$ cat src/sv/mwrot_pkg.sv
// Shared constants, types and state codes of the multiword bit vector rotator.
package mwrot_pkg;

  localparam int MAX_WORDS = 64;
  localparam int WORD_W    = 32;
  localparam int IDX_W     = $clog2(MAX_WORDS);
  localparam int CNT_W     = IDX_W + 1;
  localparam int BS_W      = $clog2(WORD_W);
  localparam int DIVD_W    = WORD_W - BS_W;
  localparam int DSTEP_W   = $clog2(DIVD_W);
  localparam int ADDR_W    = IDX_W + 1;
  localparam int STORE_DEPTH = 2 * MAX_WORDS;
  localparam int Q_DEPTH   = 2;
  localparam int QP_W      = $clog2(Q_DEPTH);
  localparam int CFG_IDX_W = 2;

  localparam logic [CFG_IDX_W-1:0] CFG_VECTOR_WORDS   = CFG_IDX_W'(0);
  localparam logic [CFG_IDX_W-1:0] CFG_SHIFT_BITS     = CFG_IDX_W'(1);
  localparam logic [CFG_IDX_W-1:0] CFG_DIRECTION_MODE = CFG_IDX_W'(2);

  typedef struct packed {
    logic [CNT_W-1:0]  words;
    logic [WORD_W-1:0] shift;
    logic              reverse;
  } cfg_t;

  // one rotation job handed from front to back
  typedef struct packed {
    logic              bank;
    logic [CNT_W-1:0]  words;
    logic [IDX_W-1:0]  ws;
    logic [BS_W-1:0]   bs;
  } job_t;

  // back reports a bank drained
  typedef struct packed {
    logic valid;
    logic bank;
  } rel_t;

  typedef enum logic [1:0] {
    FS_LOAD,
    FS_MOD,
    FS_PUSH
  } front_state_t;

  typedef enum logic {
    BS_IDLE,
    BS_RUN
  } back_state_t;

endpackage

$ cat src/sv/mwrot_ram.sv
// Generic single write port, single read port RAM with registered read.
module mwrot_ram #(
  parameter int WIDTH = 32,
  parameter int DEPTH = 128
) (
  input  logic                     clk,
  input  logic                     we,
  input  logic [$clog2(DEPTH)-1:0] waddr,
  input  logic [WIDTH-1:0]         wdata,
  input  logic [$clog2(DEPTH)-1:0] raddr,
  output logic [WIDTH-1:0]         rdata
);

  logic [WIDTH-1:0] mem [DEPTH];
  logic [WIDTH-1:0] rdata_r;

  always_ff @(posedge clk) begin
    if (we) begin
      mem[waddr] <= wdata;
    end
    rdata_r <= mem[raddr];
  end

  assign rdata = rdata_r;

endmodule

$ cat src/sv/mwrot_front.sv
// Front end: loads words into the store, reduces the shift and queues rotation jobs.
module mwrot_front
  import mwrot_pkg::*;
(
  input  logic              clk,
  input  logic              rst_n,
  input  cfg_t              cfg,
  input  logic              start,
  input  logic [WORD_W-1:0] data_word,
  output logic              busy,
  output logic              ram_we,
  output logic [ADDR_W-1:0] ram_waddr,
  output logic [WORD_W-1:0] ram_wdata,
  output logic              q_push,
  output job_t              q_job,
  input  logic              q_full,
  input  rel_t              rel
);

  front_state_t       state_r, state_nxt;
  logic               bank_r;
  logic [1:0]         bank_busy_r, bank_busy_nxt;
  logic [IDX_W-1:0]   cnt_r;
  logic [CNT_W-1:0]   w_r;
  logic [DIVD_W-1:0]  dvd_r;
  logic [IDX_W-1:0]   rem_r, rem_nxt;
  logic [DSTEP_W-1:0] step_r;
  logic [BS_W-1:0]    bs_r;
  logic               rev_r;

  logic [CNT_W-1:0]   w_act;
  logic [CNT_W-1:0]   cnt_inc;
  logic               accept;
  logic               last;
  logic               mod_done;
  logic [CNT_W-1:0]   trial;

  always_comb begin
    w_act = cfg.words;
    if (cfg.words == '0) begin
      w_act = CNT_W'(1);
    end else if (cfg.words > CNT_W'(MAX_WORDS)) begin
      w_act = CNT_W'(MAX_WORDS);
    end
  end

  assign cnt_inc  = {1'b0, cnt_r} + CNT_W'(1);
  assign last     = cnt_inc >= w_act;
  assign accept   = start && !busy;
  assign mod_done = step_r == DSTEP_W'(DIVD_W - 1);

  // restoring remainder step: one quotient bit a cycle
  assign trial = {rem_r, dvd_r[DIVD_W-1]};
  assign rem_nxt = (trial >= w_r) ? IDX_W'(trial - w_r) : trial[IDX_W-1:0];

  always_comb begin
    state_nxt = state_r;
    unique case (state_r)
      FS_LOAD: if (accept && last) state_nxt = FS_MOD;
      FS_MOD:  if (mod_done)       state_nxt = FS_PUSH;
      FS_PUSH: if (!q_full)        state_nxt = FS_LOAD;
      default: state_nxt = FS_LOAD;
    endcase
  end

  always_comb begin
    busy   = (state_r != FS_LOAD) || bank_busy_r[bank_r];
    ram_we = 1'b0;
    q_push = 1'b0;
    unique case (state_r)
      FS_LOAD: ram_we = start && !bank_busy_r[bank_r];
      FS_MOD:  ram_we = 1'b0;
      FS_PUSH: q_push = !q_full;
      default: ram_we = 1'b0;
    endcase
  end

  assign ram_waddr = {bank_r, cnt_r};
  assign ram_wdata = data_word;

  // reverse: total - eff, folded back into word and bit offsets
  always_comb begin
    q_job.bank  = bank_r;
    q_job.words = w_r;
    q_job.ws    = rem_r;
    q_job.bs    = bs_r;
    if (rev_r) begin
      if (bs_r == '0) begin
        q_job.ws = (rem_r == '0) ? '0 : IDX_W'(w_r - {1'b0, rem_r});
      end else begin
        q_job.ws = IDX_W'(w_r - {1'b0, rem_r} - CNT_W'(1));
        q_job.bs = BS_W'((BS_W+1)'(WORD_W) - {1'b0, bs_r});
      end
    end
  end

  always_comb begin
    bank_busy_nxt = bank_busy_r;
    if (rel.valid) begin
      bank_busy_nxt[rel.bank] = 1'b0;
    end
    if (q_push) begin
      bank_busy_nxt[bank_r] = 1'b1;
    end
  end

  always_ff @(posedge clk) begin
    if (!rst_n) begin
      state_r     <= FS_LOAD;
      bank_r      <= 1'b0;
      bank_busy_r <= '0;
      cnt_r       <= '0;
      step_r      <= '0;
    end else begin
      state_r     <= state_nxt;
      bank_busy_r <= bank_busy_nxt;
      if (q_push) begin
        bank_r <= !bank_r;
      end
      if (accept) begin
        cnt_r <= last ? '0 : cnt_inc[IDX_W-1:0];
      end
      if (accept && last) begin
        step_r <= '0;
      end else if (state_r == FS_MOD) begin
        step_r <= step_r + DSTEP_W'(1);
      end
    end
  end

  always_ff @(posedge clk) begin
    if (accept && last) begin
      w_r   <= w_act;
      dvd_r <= cfg.shift[WORD_W-1:BS_W];
      bs_r  <= cfg.shift[BS_W-1:0];
      rev_r <= cfg.reverse;
      rem_r <= '0;
    end else if (state_r == FS_MOD) begin
      rem_r <= rem_nxt;
      dvd_r <= {dvd_r[DIVD_W-2:0], 1'b0};
    end
  end

endmodule

$ cat src/sv/mwrot_queue.sv
// Two-entry job queue between front and back.
module mwrot_queue
  import mwrot_pkg::*;
(
  input  logic clk,
  input  logic rst_n,
  input  logic push,
  input  job_t push_job,
  input  logic pop,
  output job_t pop_job,
  output logic full,
  output logic empty
);

  job_t            ent_r [Q_DEPTH];
  logic [QP_W-1:0] wr_ptr_r, rd_ptr_r;
  logic [QP_W:0]   cnt_r;

  assign full    = cnt_r == (QP_W+1)'(Q_DEPTH);
  assign empty   = cnt_r == '0;
  assign pop_job = ent_r[rd_ptr_r];

  always_ff @(posedge clk) begin
    if (!rst_n) begin
      wr_ptr_r <= '0;
      rd_ptr_r <= '0;
      cnt_r    <= '0;
    end else begin
      if (push) begin
        wr_ptr_r <= wr_ptr_r + QP_W'(1);
      end
      if (pop) begin
        rd_ptr_r <= rd_ptr_r + QP_W'(1);
      end
      if (push && !pop) begin
        cnt_r <= cnt_r + (QP_W+1)'(1);
      end else if (pop && !push) begin
        cnt_r <= cnt_r - (QP_W+1)'(1);
      end
    end
  end

  always_ff @(posedge clk) begin
    if (push) begin
      ent_r[wr_ptr_r] <= push_job;
    end
  end

endmodule

$ cat src/sv/mwrot_back.sv
// Back end: streams a stored vector out of the RAM and splices rotated words.
module mwrot_back
  import mwrot_pkg::*;
(
  input  logic              clk,
  input  logic              rst_n,
  input  logic              q_empty,
  input  job_t              q_job,
  output logic              q_pop,
  output logic [ADDR_W-1:0] ram_raddr,
  input  logic [WORD_W-1:0] ram_rdata,
  output rel_t              rel,
  output logic              out_strobe,
  output logic [WORD_W-1:0] out_result_word,
  output logic              out_last_word
);

  back_state_t       state_r, state_nxt;
  job_t              job_r;
  logic [IDX_W-1:0]  ptr_r;
  logic [CNT_W-1:0]  rd_cnt_r;
  logic              rd_vld_r;
  logic [CNT_W-1:0]  d_cnt_r;
  logic [WORD_W-1:0] lo_r;
  logic              strobe_r;
  logic [WORD_W-1:0] word_r;
  logic              last_r;

  logic              issue;
  logic              emit;
  logic              fin;
  logic [IDX_W-1:0]  ptr_inc;
  logic [BS_W:0]     lsh;
  logic [WORD_W-1:0] word;

  // reads run lo(0), hi(0), hi(1) ... : each word reuses the previous read as lo
  assign ptr_inc = ({1'b0, ptr_r} + CNT_W'(1) == job_r.words) ? '0 : ptr_r + IDX_W'(1);
  assign emit    = rd_vld_r && (d_cnt_r != '0);
  assign fin     = emit && (d_cnt_r == job_r.words);
  assign lsh     = (BS_W+1)'(WORD_W) - {1'b0, job_r.bs};
  assign word    = (job_r.bs == '0) ? ram_rdata
                 : (ram_rdata >> job_r.bs) | (lo_r << lsh);

  always_comb begin
    state_nxt = state_r;
    unique case (state_r)
      BS_IDLE: if (!q_empty) state_nxt = BS_RUN;
      BS_RUN:  if (fin)      state_nxt = BS_IDLE;
      default: state_nxt = BS_IDLE;
    endcase
  end

  always_comb begin
    q_pop = 1'b0;
    issue = 1'b0;
    unique case (state_r)
      BS_IDLE: q_pop = !q_empty;
      BS_RUN:  issue = rd_cnt_r <= job_r.words;
      default: q_pop = 1'b0;
    endcase
  end

  assign ram_raddr = {job_r.bank, ptr_r};
  assign rel.valid = fin;
  assign rel.bank  = job_r.bank;

  always_ff @(posedge clk) begin
    if (!rst_n) begin
      state_r  <= BS_IDLE;
      rd_vld_r <= 1'b0;
      strobe_r <= 1'b0;
    end else begin
      state_r  <= state_nxt;
      rd_vld_r <= issue;
      strobe_r <= emit;
    end
  end

  always_ff @(posedge clk) begin
    if (q_pop) begin
      job_r    <= q_job;
      ptr_r    <= IDX_W'(q_job.words - CNT_W'(1) - {1'b0, q_job.ws});
      rd_cnt_r <= '0;
      d_cnt_r  <= '0;
    end else begin
      if (issue) begin
        ptr_r    <= ptr_inc;
        rd_cnt_r <= rd_cnt_r + CNT_W'(1);
      end
      if (rd_vld_r) begin
        d_cnt_r <= d_cnt_r + CNT_W'(1);
      end
    end
    if (rd_vld_r) begin
      lo_r <= ram_rdata;
    end
    word_r <= word;
    last_r <= fin;
  end

  assign out_strobe      = strobe_r;
  assign out_result_word = word_r;
  assign out_last_word   = last_r;

endmodule

$ cat src/sv/multiword_bit_vector_rotator_core.sv
// Multiword bit vector rotator: config registers, two-bank store, front, queue and back.
// A word is taken each cycle while busy is low; the last word of a vector is followed by
// shift reduction (one remainder bit a cycle), then the rotated words leave one per cycle.
// Loading overlaps emission through the two store banks. Reset clears control and config
// (W=1, shift 0, forward); store contents stay undefined and no clearing pass is run.
// Results cannot be stalled.
module multiword_bit_vector_rotator_core
  import mwrot_pkg::*;
(
  input  logic                 clk,
  input  logic                 rst_n,
  input  logic                 cfg_we,
  input  logic [CFG_IDX_W-1:0] cfg_index,
  input  logic [WORD_W-1:0]    cfg_wdata,
  input  logic                 start,
  output logic                 busy,
  input  logic [WORD_W-1:0]    in_data_word,
  output logic                 out_strobe,
  output logic [WORD_W-1:0]    out_result_word,
  output logic                 out_last_word
);

  cfg_t              cfg_r;
  logic              ram_we;
  logic [ADDR_W-1:0] ram_waddr;
  logic [WORD_W-1:0] ram_wdata;
  logic [ADDR_W-1:0] ram_raddr;
  logic [WORD_W-1:0] ram_rdata;
  logic              q_push;
  logic              q_pop;
  logic              q_full;
  logic              q_empty;
  job_t              q_in_job;
  job_t              q_out_job;
  rel_t              rel;

  always_ff @(posedge clk) begin
    if (!rst_n) begin
      cfg_r.words   <= CNT_W'(1);
      cfg_r.shift   <= '0;
      cfg_r.reverse <= 1'b0;
    end else if (cfg_we) begin
      unique case (cfg_index)
        CFG_VECTOR_WORDS:   cfg_r.words   <= cfg_wdata[CNT_W-1:0];
        CFG_SHIFT_BITS:     cfg_r.shift   <= cfg_wdata;
        CFG_DIRECTION_MODE: cfg_r.reverse <= cfg_wdata[0];
        default:            cfg_r         <= cfg_r;
      endcase
    end
  end

  mwrot_front u_front (
    .clk       (clk),
    .rst_n     (rst_n),
    .cfg       (cfg_r),
    .start     (start),
    .data_word (in_data_word),
    .busy      (busy),
    .ram_we    (ram_we),
    .ram_waddr (ram_waddr),
    .ram_wdata (ram_wdata),
    .q_push    (q_push),
    .q_job     (q_in_job),
    .q_full    (q_full),
    .rel       (rel)
  );

  mwrot_ram #(
    .WIDTH (WORD_W),
    .DEPTH (STORE_DEPTH)
  ) u_store (
    .clk   (clk),
    .we    (ram_we),
    .waddr (ram_waddr),
    .wdata (ram_wdata),
    .raddr (ram_raddr),
    .rdata (ram_rdata)
  );

  mwrot_queue u_queue (
    .clk      (clk),
    .rst_n    (rst_n),
    .push     (q_push),
    .push_job (q_in_job),
    .pop      (q_pop),
    .pop_job  (q_out_job),
    .full     (q_full),
    .empty    (q_empty)
  );

  mwrot_back u_back (
    .clk             (clk),
    .rst_n           (rst_n),
    .q_empty         (q_empty),
    .q_job           (q_out_job),
    .q_pop           (q_pop),
    .ram_raddr       (ram_raddr),
    .ram_rdata       (ram_rdata),
    .rel             (rel),
    .out_strobe      (out_strobe),
    .out_result_word (out_result_word),
    .out_last_word   (out_last_word)
  );

endmodule
$ cat config.mk
export PLATFORM = sky130hd
export DESIGN_NAME = multiword_bit_vector_rotator_core
export DESIGN_NICKNAME = d
export VERILOG_FILES = /design/src/sv/mwrot_pkg.sv /design/src/sv/mwrot_ram.sv /design/src/sv/mwrot_front.sv /design/src/sv/mwrot_queue.sv /design/src/sv/mwrot_back.sv /design/src/sv/multiword_bit_vector_rotator_core.sv
export SDC_FILE = /design/constraint.sdc
export NUM_CORES = 2
export LEC_CHECK = 0
export BUFFER_PORTS_ARGS = -buffer_cell sky130_fd_sc_hd__buf_4
export CAP_MARGIN = 10
export CORE_MARGIN = 2
export CORE_UTILIZATION = 45
export CTS_CLUSTER_DIAMETER = 200
export DETAILED_ROUTE_END_ITERATION = 6
export GPL_TIMING_DRIVEN = 0
export PLACE_DENSITY = 0.57
export SLEW_MARGIN = 20
export SYNTH_ARGS = -nofsm -noshare
export SYNTH_HDL_FRONTEND = slang
export SYNTH_HIERARCHICAL = 1
export SYNTH_MEMORY_MAX_BITS = 65536
export SYNTH_SLANG_ARGS = --single-unit
$ cat constraint.sdc
create_clock -name clk -period 7.6 [get_ports clk]
set_input_delay 0.76 -clock clk [delete_from_list [all_inputs] [get_ports clk]]
set_output_delay 0.76 -clock clk [all_outputs]
set_load 0.1 [all_outputs]
==> run metrics <==
outcome=complete, but fails checks; failing checks=antenna rules; reg-to-reg critical path endpoint=u_store/rdata[6]; Setup WS post-layout=2.43 ns; clk_skew=approximately 0.035 ns; area delta synth->final=15.7%; grt ovf=0; Worst-Skew Late Latency=0.97 ns; Core Area=roughly 380000 sq um; RSZ-0062 raised after global routing=no; DR pass1 iterations=6; # IOs=105; Hold Fails Final Rpt=0; Placed Area=183000 sq um; Crit Path Category=register to register; Hold Path Stages=3; Critical Path Source Type=register; Max Cap Viol=0; Via Count=82600; Pwr Density=374 nW/um^2; average wire per standard cell=33.9 um; launching point of the worst reg2reg path=u_back/ptr_r[2]; arrival time worst endpoint=around 6 ns; clk sinks=4374; crit-path max cell delay=0.93 ns; Crit. End Element=register; final setup fails=0; H-tree depth=5; antenna viol nets, final=2; Total Routing Usage GR=0.240; P_leak=61.8 nW; starting DRC count in detailed routing=10200; TritonCTS clock tree=yes; number of synthesized flops with an enable pin=4225; post-synthesis sequential area ratio=0.760; Synth Flop Type=edfxtp_1; fmax=193 MHz; largest net degree at the start of global routing=approximately 130; Yosys warnings=6; syn nets=approximately 7500; Gate Count Post-Synth=7389; Slew HR=0.171; share of layout cells above drive strength 1=0.326; Initial Util=0.452; HPWL after DPL=roughly 310 mm; Final period util=0.681; Crit Path Max Fanout=10; most area-consuming cells after synthesis=edfxtp_1, mux4_2, dfxtp_1, mux2_2, mux2i_1; final WL=approximately 460 mm; Non-Filler Instances=around 14000; Placement Rows=226; clk slew on worst S/H paths=around 0.06 ns; CP Cell Sequence=clkbuf_1 > buf_2 > clkbuf_2 > buf_12 > clkbuf_1 > mux4_2 > mux4_2 > mux4_2 > mux2_2; DIE WIDTH=between 600 and 700 um; Hold WS=0.0807 ns; R2R depth=9; post-route cell area=198000 sq um; Hold Path Sink=cfg_r[19]; Die ar.=385000 sq um; Async SR Flop Fraction=0; Slew @ Worst Pin=1.24 ns; Critical Path RT=between 8 and 9 ns; final core utilization=0.522; drt drc=0; Worst path most repeated cell=mux4_2; CTS root buffer=clkbuf_16; Worst VDD drop=0.310 mV; count of cell types in the netlist=just under 90; placed cell count=12700; Die Ht=~620 um; Final min period=a little over 5 ns; deepest clock path buffer count=4; first-pass GRT wire length=645 mm; FF-to-FF setup slack=approximately 2.4 ns; max-slew violations=0; Routability Congestion=0.895; Hold Crit Class=primary input to register; Mapped Area=171000 sq um; Yosys top cell by area=edfxtp_1; port bufs=72; dpl ws=2.60 ns; Synth Register Bits=4374; count of cells resized by post-cts repair=0; antenna violations before repair=58; critical hold path startpoint=cfg_wdata[18]; nets=between 8000 and 9000; vias in the first global route=83000; Worst path slowest cell=clkbuf_1; Avg Cell Area, Syn=23.1 sq um; number of clock buffers inserted by TritonCTS=443; vias per inst=6.08; Synth top area share=0.742
==> synthesized netlist by cell type, types with 17 or more instances <==
cell / instances
o211ai_1: 17
nor3_1: 22
inv_1: 63
xor2_1: 31
a21oi_1: 42
o21ai_0: 43
nand2_1: 184
clkbuf_1: 215
nor2_1: 199
buf_4: 53
buf_1: 55
mux2_2: 109
nand3_1: 28
dfxtp_1: 149
xnor2_1: 21
nand2b_1: 17
mux4_2: 1368
ha_1: 44
nor2b_1: 24
edfxtp_1: 4225
buf_2: 99
mux2i_1: 115
==> worst max-delay path, delay by kind of cell, from the launching register on <==
family                 cells  cell delay [ns]
buffers and inverters      5             2.57
DFF                        1             0.43
muxes                      4             1.95
==> state kept, by name, summed over array words and instances (netlist names), 5 cells and up, named ones only <==
register and cells:
u_store/rdata 32, u_back/out_result_word 32, u_front/w_r 7, u_front/dvd_r 27, u_back/job_r 12, u_front/rem_r 6, cfg_r 40, u_front/cnt_r 6
u_store/mem 4096, u_back/d_cnt_r 7, u_front/step_r 5, u_queue/ent_r 38, u_back/lo_r 32, u_front/bs_r 5, u_back/ptr_r 6, u_back/rd_cnt_r 7
==> where the power goes <==
part	internal, mW	switching (mW)
Clock	12.1	9.04
Combinational	10.2	15.1
Sequential	27.0	0.516
Total	49.2	24.7
==> metal layers <==
layer  track usage  vias up  wire length, um
li1              -    33100                -
met1         0.339    45400           189000
met2         0.382     3456           219000
met3        0.0472      627            38900
met4        0.0668        2            13700
met5             0        -               13
==> worst max path at each step <==
stage	to	slack, ns	cells after the start	start
finish	u_store/rdata[6]	2.43	9	u_back/ptr_r[2]
global route	u_store/rdata[16]	2.48	9	u_back/ptr_r[2]
CTS	u_store/rdata[10]	2.57	9	u_back/ptr_r[2]
detailed placement	u_store/rdata[17]	2.60	9	u_back/ptr_r[2]
global placement	u_store/mem[82][18]	-0.25	6	start
floorplan	u_store/mem[98][0]	3.31	5	start
==> cells in the final DEF, fill, tap and decap left out, drive strengths merged, types with 35 or more instances in the layout <==
cell type  count
buf          514
mux2         121
nor2         199
mux4        1370
nand2        184
inv           80
ha            44
o21ai         50
dfxtp        149
clkbuf       775
a21oi         43
mux2i        115
bufinv        35
edfxtp      4225
clkinv       204
diode         48
==> area by class of cell <==
class,count,area [sq um]
antenna,48,120
buffer,434,2260
clock buffer,547,11700
clock inverter,265,2230
fill,28900,181000
inverter,67,254
multi-input combinational,2514,39800
sequential,4374,130000
tap,5016,6280
timing repair buffer,317,5300
==> kinds of logic (layout without fill, tap and decap cells) <==
| logic type | after synthesis | count (layout) | synth area share |
|---|---|---|---|
| mux | 1606 | 1606 | 0.195 |
| buf+inv | 501 | 1630 | 0.0135 |
| fa+ha+maj | 47 | 47 | 0.00357 |
| xor+xnor | 54 | 54 | 0.00292 |
| other cells | 0 | 48 | 0 |
| compound gates | 248 | 248 | 0.0102 |
| simple gates | 559 | 559 | 0.0149 |
| flops | 4374 | 4374 | 0.760 |
==> metrics by stage <==
step	power, mW	TNS [ns]
finish	73.9	0
global route	76.0	0
CTS	74.1	0
detailed placement	53.0	0
global placement	52.7	-33.98
floorplan	42.7	0
==> repair_timing <==
action                     CTS  global route
hold endpoints to repair     9             0
buffers inserted             0             0
setup endpoints to repair    0             0
hold buffers                 9             0
(Power assumes the default switching activity.)
